$ cat src/rtl/lrp_pkg.sv
package lrp_pkg;

	localparam int MAX_ORDER   = 32;
	localparam int SAMPLE_BITS = 16;
	localparam int COEFF_W     = 16;
	localparam int ACC_W       = 32;
	localparam int PROD_W      = COEFF_W + SAMPLE_BITS;
	localparam int IDX_W       = (MAX_ORDER > 1) ? $clog2(MAX_ORDER) : 1;
	localparam int CNT_W       = $clog2(MAX_ORDER + 1);
	localparam int CMD_W       = 2;
	localparam int ORDER_W     = 6;
	localparam int SHIFT_W     = 5;
	localparam int PADDR_W     = 3;
	localparam int PDATA_W     = 32;

	localparam logic [CMD_W-1:0] CMD_LOAD  = 2'd0;
	localparam logic [CMD_W-1:0] CMD_WARM  = 2'd1;
	localparam logic [CMD_W-1:0] CMD_RESID = 2'd2;

	localparam logic REG_ORDER = 1'b0;
	localparam logic REG_SHIFT = 1'b1;

	typedef enum logic [1:0] {
		ST_IDLE,
		ST_RUN,
		ST_FIN
	} state_t;

	typedef struct packed {
		logic clear;
		logic vld;
		logic hvalid;
	} mac_ctrl_t;

endpackage

$ cat src/rtl/lpc_residual_predictor_core.sv
// Linear-prediction residual engine. Load and warm-up transactions are taken in the idle
// state and complete there; a residual transaction runs from acceptance to the result register,
// over taps, taps being filter_order capped at 32. The single shared multiply-accumulate
// walks the coefficient RAM and the circular sample-history RAM one tap per cycle, through
// the RAM read and product register stages.
// A result waits in an output register; loads and warm-ups are taken meanwhile, and a
// further residual stalls at its end until the waiting result is taken. History reads as
// zero after reset through per-entry valid flops; coefficients are undefined until loaded.
module lpc_residual_predictor_core (
	input  logic                                 clk,
	input  logic                                 arst_n,
	input  logic                                 psel,
	input  logic                                 penable,
	input  logic                                 pwrite,
	input  logic [lrp_pkg::PADDR_W-1:0]          paddr,
	input  logic [lrp_pkg::PDATA_W-1:0]          pwdata,
	output logic [lrp_pkg::PDATA_W-1:0]          prdata,
	output logic                                 pready,
	input  logic                                 in_valid,
	output logic                                 in_ready,
	input  logic [lrp_pkg::CMD_W-1:0]            command,
	input  logic [4:0]                           coeff_index,
	input  logic signed [lrp_pkg::COEFF_W-1:0]     coeff_value,
	input  logic signed [15:0]                   sample,
	output logic                                 out_valid,
	input  logic                                 out_ready,
	output logic signed [lrp_pkg::ACC_W-1:0]       residual
);

	localparam int IW = lrp_pkg::IDX_W;

	lrp_pkg::state_t                    state_q, state_d;
	logic [lrp_pkg::ORDER_W-1:0]        order_q;
	logic [lrp_pkg::SHIFT_W-1:0]        shift_q;
	logic [lrp_pkg::CNT_W-1:0]          cnt_q;
	logic [lrp_pkg::CNT_W-1:0]          taps;
	logic [IW-1:0]                      head_q, head_nxt;
	logic [lrp_pkg::MAX_ORDER-1:0]      hvalid_q;
	logic                               iss_s1, hv_s1;
	logic                               out_valid_q;
	logic signed [lrp_pkg::ACC_W-1:0]     smp_q, res_q, smp_in;
	logic                               accept, cfg_we;
	logic                               iss, acc_clr, push, fin_go, coeff_we;
	logic [IW-1:0]                      tap_j, hist_raddr;
	logic [IW:0]                        addr_wrap;
	logic [lrp_pkg::SAMPLE_BITS-1:0]    hist_wdata, hist_rdata;
	logic [lrp_pkg::COEFF_W-1:0]        coeff_rdata;
	lrp_pkg::mac_ctrl_t                 mac_ctrl;
	logic                               mac_busy;
	logic [lrp_pkg::ACC_W-1:0]          acc;

	assign pready = 1'b1;
	assign cfg_we = psel && penable && pwrite && pready;

	always_ff @(posedge clk or negedge arst_n) begin
		if (!arst_n) begin
			order_q <= lrp_pkg::ORDER_W'(1);
			shift_q <= '0;
		end else if (cfg_we) begin
			unique case (paddr[2])
				lrp_pkg::REG_ORDER: order_q <= pwdata[lrp_pkg::ORDER_W-1:0];
				lrp_pkg::REG_SHIFT: shift_q <= pwdata[lrp_pkg::SHIFT_W-1:0];
				default: ;
			endcase
		end
	end

	always_comb begin
		unique case (paddr[2])
			lrp_pkg::REG_ORDER: prdata = lrp_pkg::PDATA_W'(order_q);
			lrp_pkg::REG_SHIFT: prdata = lrp_pkg::PDATA_W'(shift_q);
			default:            prdata = '0;
		endcase
	end

	assign taps = (7'(order_q) > 7'(lrp_pkg::MAX_ORDER)) ?
		lrp_pkg::CNT_W'(lrp_pkg::MAX_ORDER) : lrp_pkg::CNT_W'(order_q);

	assign accept   = in_valid && in_ready;
	assign smp_in   = lrp_pkg::ACC_W'(signed'(sample[lrp_pkg::SAMPLE_BITS-1:0]));
	assign head_nxt = (32'(head_q) == lrp_pkg::MAX_ORDER - 1) ? '0 : head_q + IW'(1);

	always_comb begin
		state_d = state_q;
		unique case (state_q)
			lrp_pkg::ST_IDLE: begin
				if (accept && command == lrp_pkg::CMD_RESID) begin
					state_d = lrp_pkg::ST_RUN;
				end
			end
			lrp_pkg::ST_RUN: begin
				if (!iss && !iss_s1 && !mac_busy) begin
					state_d = lrp_pkg::ST_FIN;
				end
			end
			lrp_pkg::ST_FIN: begin
				if (fin_go) begin
					state_d = lrp_pkg::ST_IDLE;
				end
			end
			default: state_d = lrp_pkg::ST_IDLE;
		endcase
	end

	always_comb begin
		in_ready = 1'b0;
		iss      = 1'b0;
		acc_clr  = 1'b0;
		push     = 1'b0;
		fin_go   = 1'b0;
		coeff_we = 1'b0;
		unique case (state_q)
			lrp_pkg::ST_IDLE: begin
				in_ready = 1'b1;
				if (in_valid) begin
					case (command)
						lrp_pkg::CMD_LOAD:
							coeff_we = (6'(coeff_index) < 6'(lrp_pkg::MAX_ORDER));
						lrp_pkg::CMD_WARM:  push    = 1'b1;
						lrp_pkg::CMD_RESID: acc_clr = 1'b1;
						default: ;
					endcase
				end
			end
			lrp_pkg::ST_RUN: begin
				iss = (cnt_q < taps);
			end
			lrp_pkg::ST_FIN: begin
				fin_go = !out_valid_q || out_ready;
				push   = fin_go;
			end
			default: ;
		endcase
	end

	always_ff @(posedge clk or negedge arst_n) begin
		if (!arst_n) begin
			state_q     <= lrp_pkg::ST_IDLE;
			cnt_q       <= '0;
			head_q      <= '0;
			hvalid_q    <= '0;
			iss_s1      <= 1'b0;
			hv_s1       <= 1'b0;
			out_valid_q <= 1'b0;
		end else begin
			state_q <= state_d;
			iss_s1  <= iss;
			hv_s1   <= hvalid_q[hist_raddr];
			if (acc_clr) begin
				cnt_q <= '0;
			end else if (iss) begin
				cnt_q <= cnt_q + lrp_pkg::CNT_W'(1);
			end
			if (push) begin
				head_q             <= head_nxt;
				hvalid_q[head_nxt] <= 1'b1;
			end
			if (fin_go) begin
				out_valid_q <= 1'b1;
			end else if (out_ready) begin
				out_valid_q <= 1'b0;
			end
		end
	end

	always_ff @(posedge clk) begin
		if (acc_clr) begin
			smp_q <= smp_in;
		end
		if (fin_go) begin
			res_q <= smp_q - (signed'(acc) >>> shift_q);
		end
	end

	assign tap_j = cnt_q[IW-1:0];

	always_comb begin
		if (head_q >= tap_j) begin
			addr_wrap = (IW+1)'(head_q) - (IW+1)'(tap_j);
		end else begin
			addr_wrap = (IW+1)'(head_q) + (IW+1)'(lrp_pkg::MAX_ORDER) - (IW+1)'(tap_j);
		end
		hist_raddr = addr_wrap[IW-1:0];
	end

	assign hist_wdata = (state_q == lrp_pkg::ST_FIN) ?
		smp_q[lrp_pkg::SAMPLE_BITS-1:0] : sample[lrp_pkg::SAMPLE_BITS-1:0];

	lrp_ram #(
		.WIDTH(lrp_pkg::SAMPLE_BITS),
		.DEPTH(lrp_pkg::MAX_ORDER)
	) u_hist_ram (
		.clk  (clk),
		.we   (push),
		.waddr(head_nxt),
		.wdata(hist_wdata),
		.raddr(hist_raddr),
		.rdata(hist_rdata)
	);

	lrp_ram #(
		.WIDTH(lrp_pkg::COEFF_W),
		.DEPTH(lrp_pkg::MAX_ORDER)
	) u_coeff_ram (
		.clk  (clk),
		.we   (coeff_we),
		.waddr(coeff_index[IW-1:0]),
		.wdata(coeff_value),
		.raddr(tap_j),
		.rdata(coeff_rdata)
	);

	assign mac_ctrl.clear  = acc_clr;
	assign mac_ctrl.vld    = iss_s1;
	assign mac_ctrl.hvalid = hv_s1;

	lrp_mac u_mac (
		.clk   (clk),
		.arst_n(arst_n),
		.ctrl  (mac_ctrl),
		.coeff (signed'(coeff_rdata)),
		.hist  (signed'(hist_rdata)),
		.busy  (mac_busy),
		.acc   (acc)
	);

	assign out_valid = out_valid_q;
	assign residual  = res_q;

	a_fin_all_taps: assert property (@(posedge clk) disable iff (!arst_n)
		(state_q == lrp_pkg::ST_FIN) |-> (cnt_q == taps))
		else $error("residual finished before all taps were issued");

	a_pipe_empty: assert property (@(posedge clk) disable iff (!arst_n)
		(state_q != lrp_pkg::ST_RUN) |-> (!iss_s1 && !mac_busy))
		else $error("multiply-accumulate busy outside run state");

	a_result_src: assert property (@(posedge clk) disable iff (!arst_n)
		$rose(out_valid_q) |-> $past(state_q == lrp_pkg::ST_FIN))
		else $error("result raised without a finished residual");

	a_push_idle: assert property (@(posedge clk) disable iff (!arst_n)
		push |-> (!iss_s1 && !mac_busy && !iss))
		else $error("history written while taps in flight");

endmodule

$ cat src/rtl/lrp_ram.sv
module lrp_ram #(
	parameter int WIDTH = 16,
	parameter int DEPTH = 32
) (
	input  logic                                       clk,
	input  logic                                       we,
	input  logic [((DEPTH > 1) ? $clog2(DEPTH) : 1)-1:0] waddr,
	input  logic [WIDTH-1:0]                           wdata,
	input  logic [((DEPTH > 1) ? $clog2(DEPTH) : 1)-1:0] raddr,
	output logic [WIDTH-1:0]                           rdata
);

	logic [WIDTH-1:0] mem [DEPTH];

	always_ff @(posedge clk) begin
		if (we) begin
			mem[waddr] <= wdata;
		end
		rdata <= mem[raddr];
	end

endmodule

$ cat src/rtl/lrp_mac.sv
module lrp_mac (
	input  logic                                 clk,
	input  logic                                 arst_n,
	input  lrp_pkg::mac_ctrl_t                   ctrl,
	input  logic signed [lrp_pkg::COEFF_W-1:0]     coeff,
	input  logic signed [lrp_pkg::SAMPLE_BITS-1:0] hist,
	output logic                                 busy,
	output logic [lrp_pkg::ACC_W-1:0]            acc
);

	logic                               vld_s2;
	logic signed [lrp_pkg::PROD_W-1:0]  prod_s2;
	logic signed [lrp_pkg::PROD_W-1:0]  prod_d;
	logic [lrp_pkg::ACC_W-1:0]          acc_q;

	always_comb begin
		prod_d = '0;
		if (ctrl.hvalid) begin
			prod_d = coeff * hist;
		end
	end

	always_ff @(posedge clk or negedge arst_n) begin
		if (!arst_n) begin
			vld_s2 <= 1'b0;
		end else begin
			vld_s2 <= ctrl.vld;
		end
	end

	always_ff @(posedge clk) begin
		prod_s2 <= prod_d;
		if (ctrl.clear) begin
			acc_q <= '0;
		end else if (vld_s2) begin
			acc_q <= acc_q + lrp_pkg::ACC_W'(prod_s2);
		end
	end

	assign busy = vld_s2;
	assign acc  = acc_q;

endmodule
$ cat config.mk
export PLATFORM = sky130hd
export DESIGN_NAME = lpc_residual_predictor_core
export DESIGN_NICKNAME = d
export VERILOG_FILES = /design/src/rtl/lrp_pkg.sv /design/src/rtl/lpc_residual_predictor_core.sv /design/src/rtl/lrp_ram.sv /design/src/rtl/lrp_mac.sv
export SDC_FILE = /design/constraint.sdc
export NUM_CORES = 2
export LEC_CHECK = 0
export BUFFER_PORTS_ARGS = -buffer_cell sky130_fd_sc_hd__buf_2
export CAP_MARGIN = 0
export CORE_AREA = 2 2 309 311
export CTS_BUF_LIST = sky130_fd_sc_hd__clkbuf_2 sky130_fd_sc_hd__clkbuf_4 sky130_fd_sc_hd__clkbuf_8
export CTS_CLUSTER_SIZE = 30
export DETAILED_ROUTE_END_ITERATION = 6
export DIE_AREA = 0 0 311 313
export PLACE_DENSITY = 0.82
export SLEW_MARGIN = 25
export SYNTH_ARGS = -nofsm -noshare
export SYNTH_HDL_FRONTEND = slang
export SYNTH_SLANG_ARGS = --single-unit
$ cat constraint.sdc
create_clock -name clk -period 17.15 [get_ports clk]
set_input_delay 0.8575 -clock clk [delete_from_list [all_inputs] [get_ports clk]]
set_output_delay 0.8575 -clock clk [all_outputs]
set_load 0.02 [all_outputs]
Word level (Yosys, flattened, before mapping)
Memory sizes are Yosys's and may differ from the RTL's. A register that Yosys moved wholly into a read port is not among the register bits.
Cells that the tools add are included.

operators by class
  add/subtract/negate cells = 7
  multipliers = 1
  magnitude comparators = 6
  equality and inequality tests = 8
  shift operators = 1
  muxes and demuxes = 33
  bitwise operators = 2
  reduce and logical (&&, ||, !) cells = 19

operators with widths
  kind                   count
  $pmux W32 S2           1
  $add A32 B32 Y32       1
  $mul A16 B16 Y32       1
  $or A32 B32 Y32        1
  $sshr A32 B5 Y32       1
  $sub A16 B32 Y32       1
  $mux W1                19
  $mux W6                3
  $mux W16               1
  $lt A5 B6 Y1 const B   2
  $add A5 B1 Y5 const B  2
  $mux W5                2
  $sub A5 B5 Y5          2
  $logic_and A1 B1 Y1    7
  $add A6 B1 Y6 const B  1
  $gt A6 B6 Y1 const B   1
  $lt A6 B6 Y1           1
  $mux W2                3
  $ne A2 B2 Y1 const B   3
  $pmux W2 S3            1
  $bmux W1 S5            1
  $demux W1 S5           1
  $eq A5 B5 Y1 const B   1
  $ge A5 B1 Y1 const B   1
  other kinds (11)       19

storage, ports and cells
  bits in registers = 172
  memory bits (writable) = 1024
  output and inout port bits = 67
  word-level logic and storage cells = 93
  memories = 2

memory list
  memory           words  width  rd ports  clocked after memory_dff  wr ports  line           source
  u_coeff_ram.mem  32     16     1         1                         1         lrp_ram.sv:13  logic [WIDTH-1:0] mem [DEPTH];
  u_hist_ram.mem   32     16     1         1                         1         lrp_ram.sv:13

Depth between registers and ports, before layout
  depth after elaboration = 9
  depth in mapped cells = 23

Modules after synthesis
Synthesis repeated with hierarchy kept, for this count alone.

unflattened totals
  cell total of the unflattened synthesis = 4622
  area, all modules = 62683.9 um^2

modules (own cells, without submodules)
  module                       times used  cells each  area each (um^2)
  lrp_ram                      2           1143        20535.9
  lrp_mac                      1           1500        13472.9
  lpc_residual_predictor_core  1           836         8139.1

Worst setup path after synthesis
OpenSTA, ideal clock, no wires.

  path kind = register to register
  from = register u_coeff_ram.rdata[15] (read register of u_coeff_ram.mem)
  to = register u_mac.prod_s2[31] (netlist bit)
  data arrival time = 5961 ps
  slack = 11062 ps
  stages on the path, launching flop included = 22
  buffers on the path = 1
  period minus slack after synthesis = 6088 ps
  path through = dfxtp_1 -> clkbuf_1 -> nand2_1 -> inv_1 -> fa_1 -> fa_1 -> fa_1 -> fa_1 -> fa_1 -> inv_1 -> fa_1 -> inv_1 -> ha_1 -> a21o_1 -> a21o_1 -> a21oi_1 -> o211ai_1 -> o31ai_1 -> o2111ai_1 -> a21oi_1 -> xnor2_1 -> nor2_1

on the way
  longest elaborated chain between the ends = 1

ends and longest elaborated chain
  item                  line           source
  start, declared       lrp_ram.sv:10  output logic [WIDTH-1:0] rdata
  $mul A16 B16 Y32      lrp_mac.sv:19  prod_d = coeff * hist;
  end signal, assigned  lrp_mac.sv:32  prod_s2 <= prod_d;
  end, declared         lrp_mac.sv:12  logic signed [lrp_pkg::PROD_W-1:0] prod_s2;

No other way between the ends.
A chain may end at the register's enable or synchronous reset.

Final worst setup path
  from = register u_hist_ram.rdata[2] (read register of u_hist_ram.mem)
  to = register u_mac.prod_s2[31] (netlist bit)

on the way
  longest elaborated chain between the ends = 1

ends and longest elaborated chain
  item              line
  start, declared   lrp_ram.sv:10
  $mul A16 B16 Y32  lrp_mac.sv:19

No other way between the ends.

==> results.yml <==
clocking:
  ctsHoldBuffers: 0
  cts.clk_slew.worst_paths_ps: 60
  cts_buffer_depth: 3
  clockRootBuffer: "clkbuf_8"
  clk_latency_ps: 890
  htree_levels: 4
  cts_sinks: 1228
  cts_setup_buffers: 0
  cts-buffers-inserted: 186
  cts_resized: 0
  cts_tree: "yes"
floorplanning:
  die_w_um: 311
  core_area_um2: 94200
  initial_utilization_pct: 64.3
  die_area_um2: 97300
  design.portCount: 148
  die_h_um: 313
  fp-row-count: 113
worst_setup_path:
  critPathLaunchType: "flip-flop"
  cp_max_fo: 16
  cp_data_required_time_ps: 17910
  crit_path_end_kind: "flip-flop"
  crit_type: "reg2reg"
  crit_arrival_ps: 7720
yosys:
  synth_area_um2: 60500
  synth_area_leaders: "edfxtp_1, mux4_2, fa_1"
  synthArstFlopShare_pct: 4.89
  ys_seq_area_share_pct: 58.8
  yosysMostFrequentCell: "edfxtp_1"
  synth_top_area_share_pct: 53.2
  synth_common_cells: "edfxtp_1, mux4_2, inv_1, fa_1, nand2_1"
  synth-simple-area-share_pct: 6.02
  avgSynthCellArea_um2: 15.8
  synth_edf_count: 1072
  ys_warn_count: 0
  synth_fa_ha_area_share_pct: 12.0
  yosysUniqueCellTypes: 77
  synthXorXnorAreaFrac_pct: 1.29
  synth_mux_area_share_pct: 14.9
  synth_cells: 3829
  yosys.area.top_type: "edfxtp_1"
  synth_compound_area_share_pct: 3.59
  synth_top_family_by_area: "multiplexers"
  ys.flop_type: "edfxtp_1"
  synth_seq_cells: 1228
timing:
  final_hold_viol_count: 0
  fmax_ghz: 0.144
  period_share_pct: 40.6
  grt_setup_unrepaired: "no"
  fin_ws_ps: 10200
  maxSlewHeadroom_pct: 28.8
  drv_slew: 0
  period_minus_slack_ps: 6950
  timing.final.setup_violations: 0
  worstMarginPinSlew_ps: 1070
  fin_worst_skew_ps: 74.5
  finalSetupTns_ps: 0
  hold-worst-slack_ps: 102
grt:
  grt_overflow: 0
  met1_usage_pct: 37.8
  grt_pass1_wl_um: 209000
  grt_use_met2_pct: 48.6
  track_usage_pct: 28.9
  grt_max_degree: 75
  busiest_layer: "met2"
  met3_usage_pct: 5.26
  grt_pass1_vias: 35197
  antenna_found_initial: 4
place:
  place.port_buffers: 92
  dp_slack_ps: 10190
  place_area_um2: 62700
  gp_congestion: 0.905
  dp_hpwl_um: 89600
routing:
  drc: 0
  wire_per_inst_um: 25.3
  wirelength_um: 138000
  antenna_left: 0
  vias: 33919
  drtIter0Drc: 3683
  viasPerCell: 6.21
  first_pass_iters: 7
final_layout:
  drive_gt1_share_pct: 23.1
  fillers: 5714
  syn_to_final_growth_pct: 9.99
  finalNetCount: 4535
  final_cell_area_um2: 66600
min_path:
  hold_path_class: "in2async"
flow_run:
  max-cap-violations: 0
outcome:
  status: "finished clean"
through the flow:
step                      utilization, %  instances
after global placement              66.5       5110
after floorplan                        -       3854
after CTS                           70.6       5453
after detailed placement            66.5       5110
final                               70.7       5458
after global routing                70.7       5458
worst max-delay path, cell delays in order, from the launching register on:
cell and delay [ps]:
dfxtp_1 730, nand2_1 190, inv_1 120, fa_1 560
fa_1 860, fa_1 520, fa_1 530, fa_1 500
inv_1 50, fa_1 470, inv_1 40, ha_1 370
nand4_1 230, nor2_1 230, nand3_1 130, a211oi_1 470
o31ai_1 250, o2111ai_1 240, a21oi_1 100, xnor2_1 150
nor2_1 50
worst paths after layout:
check	startpoint	to	slack, ps	cells after the start
max	u_hist_ram.rdata[2]$_DFF_P_	u_mac.prod_s2[31]$_SDFF_PN0_	10200	20
min	arst_n	shift_q[1]$_DFFE_PN0P_	100	1
max reg2reg	u_hist_ram.rdata[2]$_DFF_P_	u_mac.prod_s2[31]$_SDFF_PN0_	10200	20
min reg2reg	iss_s1$_DFF_PN0_	u_mac.busy$_DFF_PN0_	380	0
max in group asynchronous	arst_n	cnt_q[1]$_DFFE_PN0P_	16310	1
min in group clk	sample[7]	smp_q[7]$_DFFE_PP_	160	1
placed cells by master, fill, tap and decap left out, drive strengths merged, types with 27 or more instances in the layout:
cell type,Yosys,routed
clkinv,2,56
a21oi,104,104
fa,265,265
a21o,34,34
mux4,345,345
or2,37,37
clkbuf,126,271
xnor2,66,66
o21ai,80,80
dfxtp,96,96
ha,156,156
mux2,63,63
nand3,39,39
nand2,251,251
nor2,201,201
inv,328,337
mux2i,53,53
conb,2,27
dfrtp,59,59
buf,58,175
edfxtp,1072,1072
and2,136,136
layer usage:
| layer | part of all wire [%] | vias to the layer above | wire length, um |
|---|---|---|---|
| met5 | 0 | - | 0 |
| met4 | 3.7 | 0 | 5060 |
| met3 | 7.6 | 325 | 10500 |
| met2 | 51 | 1711 | 70000 |
| met1 | 38 | 17305 | 52400 |
| li1 | - | 14578 | - |
final cells by class:
cell class                      count  area [um^2]  share of cell area, %
Antenna cell                        5         12.5                 0.0188
Clock buffer                      271         3260                   4.90
Clock inverter                     72          581                  0.872
Inverter                          330         1240                   1.86
Multi-Input combinational cell   2112        23200                   34.8
Sequential cell                  1228        35600                   53.5
Tap cell                         1265         1580                   2.38
Timing Repair Buffer              175         1090                   1.64
flip-flops by register name, summed over array words and instances, names as in the netlist:
signal,count
order_q,6
hv_s1,1
state_q,2
hvalid_q,32
iss_s1,1
u_hist_ram.mem,512
u_coeff_ram.rdata,16
u_hist_ram.rdata,16
u_mac.busy,1
cnt_q,6
out_valid,1
smp_q,16
u_coeff_ram.mem,512
residual,32
head_q,5
shift_q,5
u_mac.prod_s2,32
u_mac.acc,32
cell families after synthesis:
family	count (synthesis)
flops	1228
simple gates	771
buf+inv	514
mux	461
fa+ha+maj	421
compound gates	343
xor+xnor	89
other cells	2
Power is left out: the tool's default activity adds up to more than one toggle a clock period on the data nets, which glitch-free logic cannot reach.
